## src/sv/utrb_pkg.sv

```systemverilog
// ----------------------------------------------------------------------------
// utrb_pkg
// Shared types and constants for the transmit ring buffer with line-feed
// expansion.
// ----------------------------------------------------------------------------
package utrb_pkg;

    localparam int QUEUE_DEPTH = 256;
    localparam int ADDR_W      = $clog2(QUEUE_DEPTH);
    localparam int CNT_W       = ADDR_W + 1;

    localparam logic [ADDR_W-1:0] LAST_IDX    = ADDR_W'(QUEUE_DEPTH - 1);
    localparam logic [CNT_W-1:0]  DEPTH_CNT   = CNT_W'(QUEUE_DEPTH);
    localparam logic [CNT_W-1:0]  FULL_ONE    = CNT_W'(QUEUE_DEPTH - 1);
    localparam logic [CNT_W-1:0]  FULL_TWO    = CNT_W'(QUEUE_DEPTH - 2);

    localparam logic [7:0] CODE_CR = 8'h0D;
    localparam logic [7:0] CODE_LF = 8'h0A;

    localparam logic FUNC_WRITE = 1'b0;
    localparam logic FUNC_POLL  = 1'b1;

    typedef enum logic [1:0] {
        ST_ACCEPTED = 2'd0,
        ST_FULL     = 2'd1,
        ST_ZERO     = 2'd2,
        ST_POLL     = 2'd3
    } t_status;

    typedef enum logic [1:0] {
        S_IDLE,
        S_WR_LF,
        S_RD,
        S_OUT
    } t_state;

    typedef enum logic [1:0] {
        WSEL_CH,
        WSEL_CR,
        WSEL_LF
    } t_wsel;

    typedef struct packed {
        logic       func;
        logic [7:0] ch;
        logic       tx_ready;
    } t_in;

    typedef struct packed {
        logic       tx_valid;
        logic [7:0] tx_byte;
        t_status    status;
    } t_out;

    typedef struct packed {
        logic    take;
        t_status code;
        logic    push;
        t_wsel   wsel;
        logic    pop;
        logic    capture;
    } t_cmd;

    typedef struct packed {
        logic poll;
        logic tx_ready;
        logic zero_byte;
        logic line_feed;
        logic no_room;
        logic empty;
    } t_sts;

endpackage

```

## src/sv/utrb_ram.sv

```systemverilog
// ----------------------------------------------------------------------------
// utrb_ram
// Generic single-write, single-read RAM with registered read data.
// ----------------------------------------------------------------------------
module utrb_ram #(
    parameter int WIDTH = 8,
    parameter int DEPTH = 256
) (
    input  logic                     i_clk,
    input  logic                     i_wr_en,
    input  logic [$clog2(DEPTH)-1:0] i_wr_addr,
    input  logic [WIDTH-1:0]         i_wr_data,
    input  logic                     i_rd_en,
    input  logic [$clog2(DEPTH)-1:0] i_rd_addr,
    output logic [WIDTH-1:0]         o_rd_data
);

    logic [WIDTH-1:0] r_mem [DEPTH];
    logic [WIDTH-1:0] r_rd_data;

    always_ff @(posedge i_clk) begin
        if (i_wr_en) begin
            r_mem[i_wr_addr] <= i_wr_data;
        end
        if (i_rd_en) begin
            r_rd_data <= r_mem[i_rd_addr];
        end
    end

    assign o_rd_data = r_rd_data;

endmodule

```

## src/sv/utrb_dp.sv

```systemverilog
// ----------------------------------------------------------------------------
// utrb_dp
// Datapath: queue memory, write and read indexes, fill level and result
// register.
// ----------------------------------------------------------------------------
module utrb_dp (
    input  logic          i_clk,
    input  logic          i_rst_n,
    input  utrb_pkg::t_in  i_in,
    input  utrb_pkg::t_cmd i_cmd,
    output utrb_pkg::t_sts o_sts,
    output utrb_pkg::t_out o_out
);
    import utrb_pkg::*;

    logic [ADDR_W-1:0] r_wr_idx;
    logic [ADDR_W-1:0] n_wr_idx;
    logic [ADDR_W-1:0] r_rd_idx;
    logic [ADDR_W-1:0] n_rd_idx;
    logic [CNT_W-1:0]  count;
    logic [7:0]        wr_data;
    logic [7:0]        rd_data;
    t_out              r_res;

    // fill level without a modulo
    always_comb begin
        if (r_wr_idx >= r_rd_idx) begin
            count = CNT_W'(r_wr_idx) - CNT_W'(r_rd_idx);
        end else begin
            count = CNT_W'(r_wr_idx) + DEPTH_CNT - CNT_W'(r_rd_idx);
        end
    end

    always_comb begin
        o_sts.poll      = (i_in.func == FUNC_POLL);
        o_sts.tx_ready  = i_in.tx_ready;
        o_sts.zero_byte = (i_in.ch == 8'h00);
        o_sts.line_feed = (i_in.ch == CODE_LF);
        o_sts.no_room   = (i_in.ch == CODE_LF) ? (count >= FULL_TWO) : (count >= FULL_ONE);
        o_sts.empty     = (r_wr_idx == r_rd_idx);
    end

    always_comb begin
        case (i_cmd.wsel)
            WSEL_CR: wr_data = CODE_CR;
            WSEL_LF: wr_data = CODE_LF;
            default: wr_data = i_in.ch;
        endcase
    end

    always_comb begin
        n_wr_idx = r_wr_idx;
        n_rd_idx = r_rd_idx;
        if (i_cmd.push) begin
            n_wr_idx = (r_wr_idx == LAST_IDX) ? '0 : r_wr_idx + ADDR_W'(1);
        end
        if (i_cmd.pop) begin
            n_rd_idx = (r_rd_idx == LAST_IDX) ? '0 : r_rd_idx + ADDR_W'(1);
        end
    end

    always_ff @(posedge i_clk) begin
        if (!i_rst_n) begin
            r_wr_idx <= '0;
            r_rd_idx <= '0;
        end else begin
            r_wr_idx <= n_wr_idx;
            r_rd_idx <= n_rd_idx;
        end
    end

    utrb_ram #(
        .WIDTH (8),
        .DEPTH (QUEUE_DEPTH)
    ) u_ram (
        .i_clk     (i_clk),
        .i_wr_en   (i_cmd.push),
        .i_wr_addr (r_wr_idx),
        .i_wr_data (wr_data),
        .i_rd_en   (i_cmd.pop),
        .i_rd_addr (r_rd_idx),
        .o_rd_data (rd_data)
    );

    // result payload, no reset needed
    always_ff @(posedge i_clk) begin
        if (i_cmd.take) begin
            r_res.tx_valid <= 1'b0;
            r_res.tx_byte  <= 8'h00;
            r_res.status   <= i_cmd.code;
        end else if (i_cmd.capture) begin
            r_res.tx_valid <= 1'b1;
            r_res.tx_byte  <= rd_data;
        end
    end

    assign o_out = r_res;

endmodule

```

## src/sv/utrb_ctrl.sv

```systemverilog
// ----------------------------------------------------------------------------
// utrb_ctrl
// Controller: sequences writes, line-feed expansion, queue reads and the
// result transfer.
// ----------------------------------------------------------------------------
module utrb_ctrl (
    input  logic           i_clk,
    input  logic           i_rst_n,
    input  logic           i_in_valid,
    output logic           o_in_stall,
    output logic           o_out_valid,
    input  logic           i_out_stall,
    input  utrb_pkg::t_sts i_sts,
    output utrb_pkg::t_cmd o_cmd
);
    import utrb_pkg::*;

    t_state r_state;
    t_state n_state;

    always_ff @(posedge i_clk) begin
        if (!i_rst_n) begin
            r_state <= S_IDLE;
        end else begin
            r_state <= n_state;
        end
    end

    always_comb begin
        n_state     = r_state;
        o_cmd       = '0;
        o_in_stall  = (r_state != S_IDLE);
        o_out_valid = (r_state == S_OUT);
        case (r_state)
            S_IDLE: begin
                if (i_in_valid) begin
                    o_cmd.take = 1'b1;
                    if (i_sts.poll) begin
                        o_cmd.code = ST_POLL;
                        if (i_sts.tx_ready && !i_sts.empty) begin
                            o_cmd.pop = 1'b1;
                            n_state   = S_RD;
                        end else begin
                            n_state = S_OUT;
                        end
                    end else if (i_sts.zero_byte) begin
                        o_cmd.code = ST_ZERO;
                        n_state    = S_OUT;
                    end else if (i_sts.no_room) begin
                        o_cmd.code = ST_FULL;
                        n_state    = S_OUT;
                    end else begin
                        o_cmd.code = ST_ACCEPTED;
                        o_cmd.push = 1'b1;
                        if (i_sts.line_feed) begin
                            o_cmd.wsel = WSEL_CR;
                            n_state    = S_WR_LF;
                        end else begin
                            o_cmd.wsel = WSEL_CH;
                            n_state    = S_OUT;
                        end
                    end
                end
            end
            S_WR_LF: begin
                o_cmd.push = 1'b1;
                o_cmd.wsel = WSEL_LF;
                n_state    = S_OUT;
            end
            S_RD: begin
                o_cmd.capture = 1'b1;
                n_state       = S_OUT;
            end
            S_OUT: begin
                if (!i_out_stall) begin
                    n_state = S_IDLE;
                end
            end
            default: begin
                n_state = S_IDLE;
            end
        endcase
    end

endmodule

```

## src/sv/uart_tx_ring_buffer_crlf.sv

```systemverilog
// ----------------------------------------------------------------------------
// uart_tx_ring_buffer_crlf
// Transmit ring buffer for a serial port with line-feed to CR/LF expansion.
// ----------------------------------------------------------------------------
// One item is handled at a time and each gives exactly one result. A write
// item stores its byte in a 256-slot ring (one slot always stays empty); a
// line feed is stored as carriage return then line feed, a zero byte is
// dropped, and a write without room for the whole expansion is refused with
// a full status. A poll with the transmitter ready and bytes queued hands
// out the oldest byte. The result is offered in the cycle after the input
// transfer for most items, later for a line feed (second queue write) and
// for a poll that sends a byte (registered read of the queue memory).
// The next item is taken in the cycle after the result transfer, so no new
// item is taken while a result is pending. The queue memory needs no
// clearing after reset.
module uart_tx_ring_buffer_crlf (
    input  logic           i_clk,
    input  logic           i_rst_n,
    input  logic           i_in_valid,
    output logic           o_in_stall,
    input  utrb_pkg::t_in  i_in,
    output logic           o_out_valid,
    input  logic           i_out_stall,
    output utrb_pkg::t_out o_out
);
    import utrb_pkg::*;

    t_cmd cmd;
    t_sts sts;

    utrb_ctrl u_ctrl (
        .i_clk       (i_clk),
        .i_rst_n     (i_rst_n),
        .i_in_valid  (i_in_valid),
        .o_in_stall  (o_in_stall),
        .o_out_valid (o_out_valid),
        .i_out_stall (i_out_stall),
        .i_sts       (sts),
        .o_cmd       (cmd)
    );

    utrb_dp u_dp (
        .i_clk   (i_clk),
        .i_rst_n (i_rst_n),
        .i_in    (i_in),
        .i_cmd   (cmd),
        .o_sts   (sts),
        .o_out   (o_out)
    );

    // no new item while a result is pending
    a_out_blocks_in: assert property (@(posedge i_clk) disable iff (!i_rst_n)
        o_out_valid |-> o_in_stall)
        else $error("input taken while result pending");

    // write results never carry a transmit byte
    a_write_no_tx: assert property (@(posedge i_clk) disable iff (!i_rst_n)
        (o_out_valid && o_out.status != ST_POLL) |-> !o_out.tx_valid)
        else $error("write result flagged as transmit");

    // byte field is zero when nothing is sent
    a_idle_byte_zero: assert property (@(posedge i_clk) disable iff (!i_rst_n)
        (o_out_valid && !o_out.tx_valid) |-> (o_out.tx_byte == 8'h00))
        else $error("nonzero byte without transmit");

    // accepted item keeps the input side stalled next cycle
    a_accept_then_busy: assert property (@(posedge i_clk) disable iff (!i_rst_n)
        (i_in_valid && !o_in_stall) |=> o_in_stall)
        else $error("input not stalled after transfer");

endmodule
```

## config.mk

```make
export PLATFORM = sky130hd
export DESIGN_NAME = uart_tx_ring_buffer_crlf
export DESIGN_NICKNAME = d
export VERILOG_FILES = /design/src/sv/utrb_pkg.sv /design/src/sv/utrb_ram.sv /design/src/sv/utrb_dp.sv /design/src/sv/utrb_ctrl.sv /design/src/sv/uart_tx_ring_buffer_crlf.sv
export SDC_FILE = /design/constraint.sdc
export NUM_CORES = 2
export LEC_CHECK = 0
export BUFFER_PORTS_ARGS = -buffer_cell sky130_fd_sc_hd__buf_2
export CORE_MARGIN = 5
export CORE_UTILIZATION = 55
export DETAILED_ROUTE_END_ITERATION = 7
export PLACE_DENSITY = 0.71
export SYNTH_ARGS = -nofsm -noshare
export SYNTH_HDL_FRONTEND = slang
export SYNTH_SLANG_ARGS = --single-unit
```

## constraint.sdc

```tcl
create_clock -name i_clk -period 30.2 [get_ports i_clk]
set_input_delay 6.04 -clock i_clk [delete_from_list [all_inputs] [get_ports i_clk]]
set_output_delay 6.04 -clock i_clk [all_outputs]
set_load 0.02 [all_outputs]
```

[Word level (Yosys, flattened, before mapping)]
Memories as Yosys holds them, arrays and structs flattened. A register that Yosys moved wholly into a read port is not among the register bits.
Index checks and enable logic that the tools add are counted.
Cells by class
  add/subtract/negate cells: 5
  order comparisons: 3
  equal/unequal tests: 11
  mux-type cells: 29
  reduce and logical (&&, ||, !) cells: 8
Operators with widths (number)
  $ge 9x8->1 const B: 2
  $add 8x1->8 const B: 2
  $eq 8x8->1 const B: 2
  $mux 2: 8
  $mux 8: 2
  $pmux 8 s2: 1
  $mux 3: 4
  $mux 1: 10
  $add 8x9->9 const B: 1
  $mux 9: 1
  $sub 8x8->9: 1
  $sub 9x8->9: 1
  $eq 8x4->1 const B: 1
  $eq 8x8->1: 1
  $ge 8x8->1: 1
  $logic_not 8->1: 1
  $mux 7: 1
  $eq 2x2->1 const B: 3
  $pmux 2 s3: 1
  $pmux 3 s2: 1
  $eq 2x1->1 const B: 2
  $ne 2x2->1 const B: 2
  $reduce_and 2->1: 2
  $logic_not 2->1: 1
  4 further kinds: 4
Storage, ports and cells
  register bits after elaboration: 29
  bits in writable memories: 2048
  bits of input ports: 14
  output and inout bits: 13
  word-level logic and storage cells: 63
  memories kept: 1
Memory list
  u_dp.u_ram.r_mem: depth 256, bits a word 8, read ports 1, clocked after memory_dff 1, write ports 1, RTL line utrb_ram.sv:18  | logic [WIDTH-1:0] r_mem [DEPTH];

[Depth between registers and ports, before layout]
  word-level depth: 12
  gate-level depth with buffers: 16
  mapped depth without buffers: 12

[Modules after synthesis]
A second synthesis with hierarchy kept.
Unflattened totals
  cell total of the unflattened synthesis: 3946
  area total of the unflattened synthesis: 81484.4 µm²
By module, submodules not included
  utrb_ram: times used 1, cells an instance 3733, area each 79636.4 µm², seq. area each 61739.2 µm²
  utrb_dp: times used 1, cells an instance 181, area each 1591.5 µm², seq. area each 560.5 µm²
  utrb_ctrl: times used 1, cells an instance 32, area each 256.5 µm², seq. area each 40.0 µm²

[Least setup slack after synthesis]
Ideal clock, no wire load.
  path kind: input -> register
  start: input port i_in[5] in the netlist's numbering
  end: memory u_dp.u_ram.r_mem[0][1] (data pin)
  setup time: 1503 ps
  arrival: 13111 ps
  required time: 28697 ps
  setup slack: 15585 ps
  cell stages on the path: 6
  path buffers: 0
  path through: nor4_1 > nor3b_1 > nand3_1 > nor2_1 > and4_1 > o21bai_1
On the way
  word-level cells in the longest chain between the ends: 9
  elaborated cells between the ends (all ways): 12
  classes of those cells: eq/ne (3); mux (8); reduce/logical (1)
Ends and longest elaborated chain
  start: declaration: RTL line uart_tx_ring_buffer_crlf.sv:21  | input utrb_pkg::t_in i_in,
  $eq 8x4->1: RTL line utrb_dp.sv:38, utrb_dp.sv:39
  $mux 1, on equally long branches: RTL line utrb_ctrl.sv:55, utrb_dp.sv:39
  $mux 3: RTL line utrb_ctrl.sv:49  | end else if (i_sts.no_room) begin
  $mux 3 *: RTL line utrb_ctrl.sv:46  | end else if (i_sts.zero_byte) begin
  $mux 3 *: RTL line utrb_ctrl.sv:38  | if (i_sts.poll) begin
  $mux 7 *: RTL line utrb_ctrl.sv:36  | if (i_in_valid) begin
  $pmux 3 s2 *: RTL line utrb_ctrl.sv:34  | case (r_state)
  $eq 2x2->1 / $eq 2x1->1 (equally long branches): RTL line utrb_dp.sv:44  | case (i_cmd.wsel)
  $pmux 8 s2 *: RTL line utrb_dp.sv:44
  via u_dp.u_ram.i_wr_data[1]: RTL line utrb_ram.sv:12  | input logic [WIDTH-1:0] i_wr_data,
  end: declaration: RTL line utrb_ram.sv:18
The timed path passes the listed nets; every way through them passes the cells marked *.

[Final worst setup path]
  start: input port i_in[7] in the netlist's numbering
  end: memory u_dp.u_ram.r_mem[148][2] (data pin)
Same word-level chain as after synthesis.

==> flow_metrics.tcl <==
set metrics [dict create \
    dp_hpwl_um 126600 \
    hold_violations 0 \
    syn-num-nets 3871 \
    ir_worst_vdd_mv 0.06426 \
    postCtsHoldBufs 0 \
    netlist_area_um2 81910 \
    slowest_stage "buf_4" \
    async_flop_share 0 \
    ys_seq_area_frac 0.7611 \
    antenna_left 0 \
    core_um2 147800 \
    nets 3955 \
    grt_pass1_vias 40255 \
    cts_tree "done" \
    fmax_ghz 0.1050 \
    critical_path_class "input port to flip-flop" \
    yosysWarnings 0 \
    p_int_mw 4.849 \
    postCtsResizedCells 0 \
    cts_buffer_depth 3 \
    power_frac_seq 0.535 \
    stdcell_area_um2 90010 \
    postPlaceCellArea_um2 83770 \
    grt-ovfl-total 0 \
    insertion_delay_ns 0.83 \
    synth-edff-count 2058 \
    start_util 0.5540 \
    cts-buffers-inserted 196 \
    synthCells 3838 \
    crit_chain "buf_2 -> nor4_1 -> nor3b_1 -> nand3_1 -> nor2_1 -> and4_1 -> nor2_1 -> nor2_4 -> buf_12 -> buf_4" \
    fin_crit_sh 0.3155 \
    max_stage_delay_ns 0.84 \
    totalWireLength_um 212800 \
    drt-pass1-iter-count 6 \
    leakage_nw 27.23 \
    drt-initial-drc-count 6129 \
    p_sw_frac 0.2390 \
    critPathCapture "u_dp.u_ram.r_mem[148][2]" \
    placed_cells 5654 \
    cp.buffers_inverters 3 \
    p_per_area_nw_per_um2 70.79 \
    timing.slew.headroom 0.1169 \
    die_h_um 395.9 \
    drc 0 \
    cpMostUsedCell "nor2_1" \
    vias_per_cell 6.830 \
    ys_ff_latch 2085 \
    final_cell_mix "2058 x edfxtp_1, 491 x mux4_2, 322 x nor2_1" \
    setup_viol_count_final 0 \
    portBuffers 26 \
    timing.final.ws_setup_ns 20.67 \
    htree_levels 4 \
    rsz0062_at_grt "no" \
    cp_top_family "simple AND/OR/NAND/NOR gates" \
    cp-end-kind "flip-flop" \
    worstPathRequired_ns 30.68 \
    grt_max_degree 183 \
    ios 27 \
    area_growth_pct 9.893 \
    fin_cells 6011 \
    layout-drive-gt1-share 0.2279 \
    crit_cells 10 \
    r2r_cells 13 \
    wl_per_cell_um 35.40 \
    r2r_slack_ns 23.95 \
    slew_viol_final 0 \
    fp.dieArea_um2 156700 \
    tightest_slew_ns 1.325 \
    gp_congestion 0.9083 \
    min_period_ns 9.527 \
    setup.worst_path.start_class "input port" \
    dp_slack_ns 19.68 \
    hold_class "flip-flop to flip-flop" \
    p_total_mw 6.372 \
    grt_pass1_wl_um 303700 \
    arrival_ns 10.01 \
    status "complete, no violations" \
    fin_tns_setup_ns 0 \
    postCtsSetupBuffers 0 \
    cts-root-buf "clkbuf_16" \
    pwr-share-comb 0.088 \
    avgSynthCellArea_um2 21.34 \
    synth_cell_types 73 \
    cp_max_fo 144 \
    vias 41055 \
    power.switching_mw 1.523 \
    cts.clk_slew.worst_paths_ns 0.06 \
    cap_violations 0 \
    r2r_start "u_dp.r_rd_idx[0]" \
    cts.sink_count 2085 \
    synthFlopType "edfxtp_1" \
    core.rowCount 141 \
    fin_skew_ns 0.02262 \
    final_common_cell "edfxtp_1" \
    grt_use_total 0.2723 \
    pwr-share-clk 0.377 \
    crit_path_start "i_in[7]" \
    rr_endpoint "u_dp.u_ram.r_mem[70][6]" \
    die_w_um 395.9 \
    grt_antenna_before_repair 7 \
]
-- metrics by stage --
step / hold slack, ns / util
final: 0.4899 / 0.6088
after global routing: 0.5064 / 0.6088
after CTS: 0.4900 / 0.6088
after detailed placement: 0.4743 / 0.5666
after global placement: 0.4735 / 0.5666
after floorplan: 0.4567 / -
-- final cells by class --
cell class / instances / area [µm²]
inverters: 23 / 93.84
multi-input cells: 1510 / 18030
well taps: 1930 / 2415
fillers: 9997 / 57830
clock inverters: 124 / 1190
repair buffers: 106 / 868.3
diodes: 1 / 2.502
clock buffers: 232 / 5050
flip-flops and latches: 2085 / 62360
-- power groups by stage --
stage	clock network [mW]	logic (mW)	registers (mW)
after floorplan	0	0.283	3.52
after global placement	0	0.554	3.47
after detailed placement	0	0.561	3.47
after CTS	2.42	0.560	3.41
after global routing	2.56	0.586	3.41
final	2.40	0.559	3.41
-- worst register-to-register path, cell delays in order (launching register included) --
cell	delay [ns]
dfxtp_4	0.73
ha_1	0.30
inv_1	0.06
fa_1	0.41
a211oi_1	0.38
nor2_1	0.11
xnor2_1	0.13
nor4_1	0.54
nand3_1	0.24
and4_1	0.37
nor2_1	0.25
and2_4	0.62
buf_4	0.82
buf_4	0.89
-- kinds of logic (layout without fill, tap and decap cells) --
| family | Yosys count | in the layout | share of synthesized area |
|---|---|---|---|
| AOI/OAI and AO/OA | 298 | 298 | 0.02502 |
| xor gates and xnor gates | 11 | 11 | 0.001176 |
| adders and majority gates | 19 | 19 | 0.002994 |
| buffers and inverters | 243 | 485 | 0.02004 |
| DFF | 2085 | 2085 | 0.7611 |
| muxes | 676 | 676 | 0.1638 |
| other | 0 | 1 | 0 |
| and+or+nand+nor | 506 | 506 | 0.02586 |
-- how the worst min path moves through the flow --
stage,endpoint,startpoint,slack (ns),cells past startpoint
6_report,u_dp.o_out[4],u_dp.u_ram.o_rd_data[2],0.49,2
5_1_grt,u_dp.o_out[6],u_dp.u_ram.o_rd_data[4],0.51,2
4_1_cts,u_dp.o_out[6],u_dp.u_ram.o_rd_data[4],0.49,2
3_5_place_dp,u_dp.o_out[7],u_dp.u_ram.o_rd_data[5],0.47,2
3_3_place_gp,u_dp.o_out[2],u_dp.u_ram.o_rd_data[0],0.47,2
2_1_floorplan,u_dp.o_out[2],u_dp.u_ram.o_rd_data[0],0.46,2
-- cell usage after synthesis, types with 7 or more instances --
cell | count | area, µm²
o221ai_1 | 22 | 192.7
o21ai_0 | 42 | 210.2
inv_1 | 17 | 63.81
and3_1 | 10 | 62.56
nand2_1 | 76 | 285.3
a31oi_1 | 9 | 56.30
ha_1 | 18 | 225.2
buf_4 | 24 | 180.2
clkbuf_1 | 43 | 161.4
a21oi_1 | 70 | 350.3
o211ai_1 | 8 | 60.06
mux4_2 | 491 | 11060
mux2i_1 | 152 | 1521
buf_6 | 30 | 337.8
nand3_1 | 36 | 180.2
a211oi_1 | 16 | 120.1
o22ai_1 | 19 | 118.9
nor2b_1 | 12 | 75.07
nor2_1 | 329 | 1235
nand4_1 | 8 | 50.05
dfxtp_1 | 27 | 540.5
edfxtp_1 | 2058 | 61800
buf_1 | 7 | 26.28
mux4_1 | 31 | 814.5
a221oi_1 | 19 | 166.4
xnor2_1 | 9 | 78.83
a22oi_1 | 34 | 255.2
and2_1 | 13 | 81.33
buf_8 | 16 | 240.2
buf_2 | 86 | 430.4
-- per-layer routing --
| layer | global-route usage | up-vias | routed length [µm] |
|---|---|---|---|
| li1 | - | 16203 | - |
| met1 | 0.3935 | 21477 | 80420 |
| met2 | 0.3988 | 2936 | 95520 |
| met3 | 0.08346 | 435 | 27990 |
| met4 | 0.09987 | 4 | 8807 |
| met5 | 0 | - | 26 |
-- sequential cells by signal (all words and copies together), names as in the netlist --
register,count
u_dp.u_ram.r_mem,2048
u_dp.o_out,11
u_dp.r_rd_idx,8
u_dp.r_wr_idx,8
u_dp.u_ram.o_rd_data,8
u_ctrl.r_state,2
No activity file was read; power rests on OpenSTA's default activity.
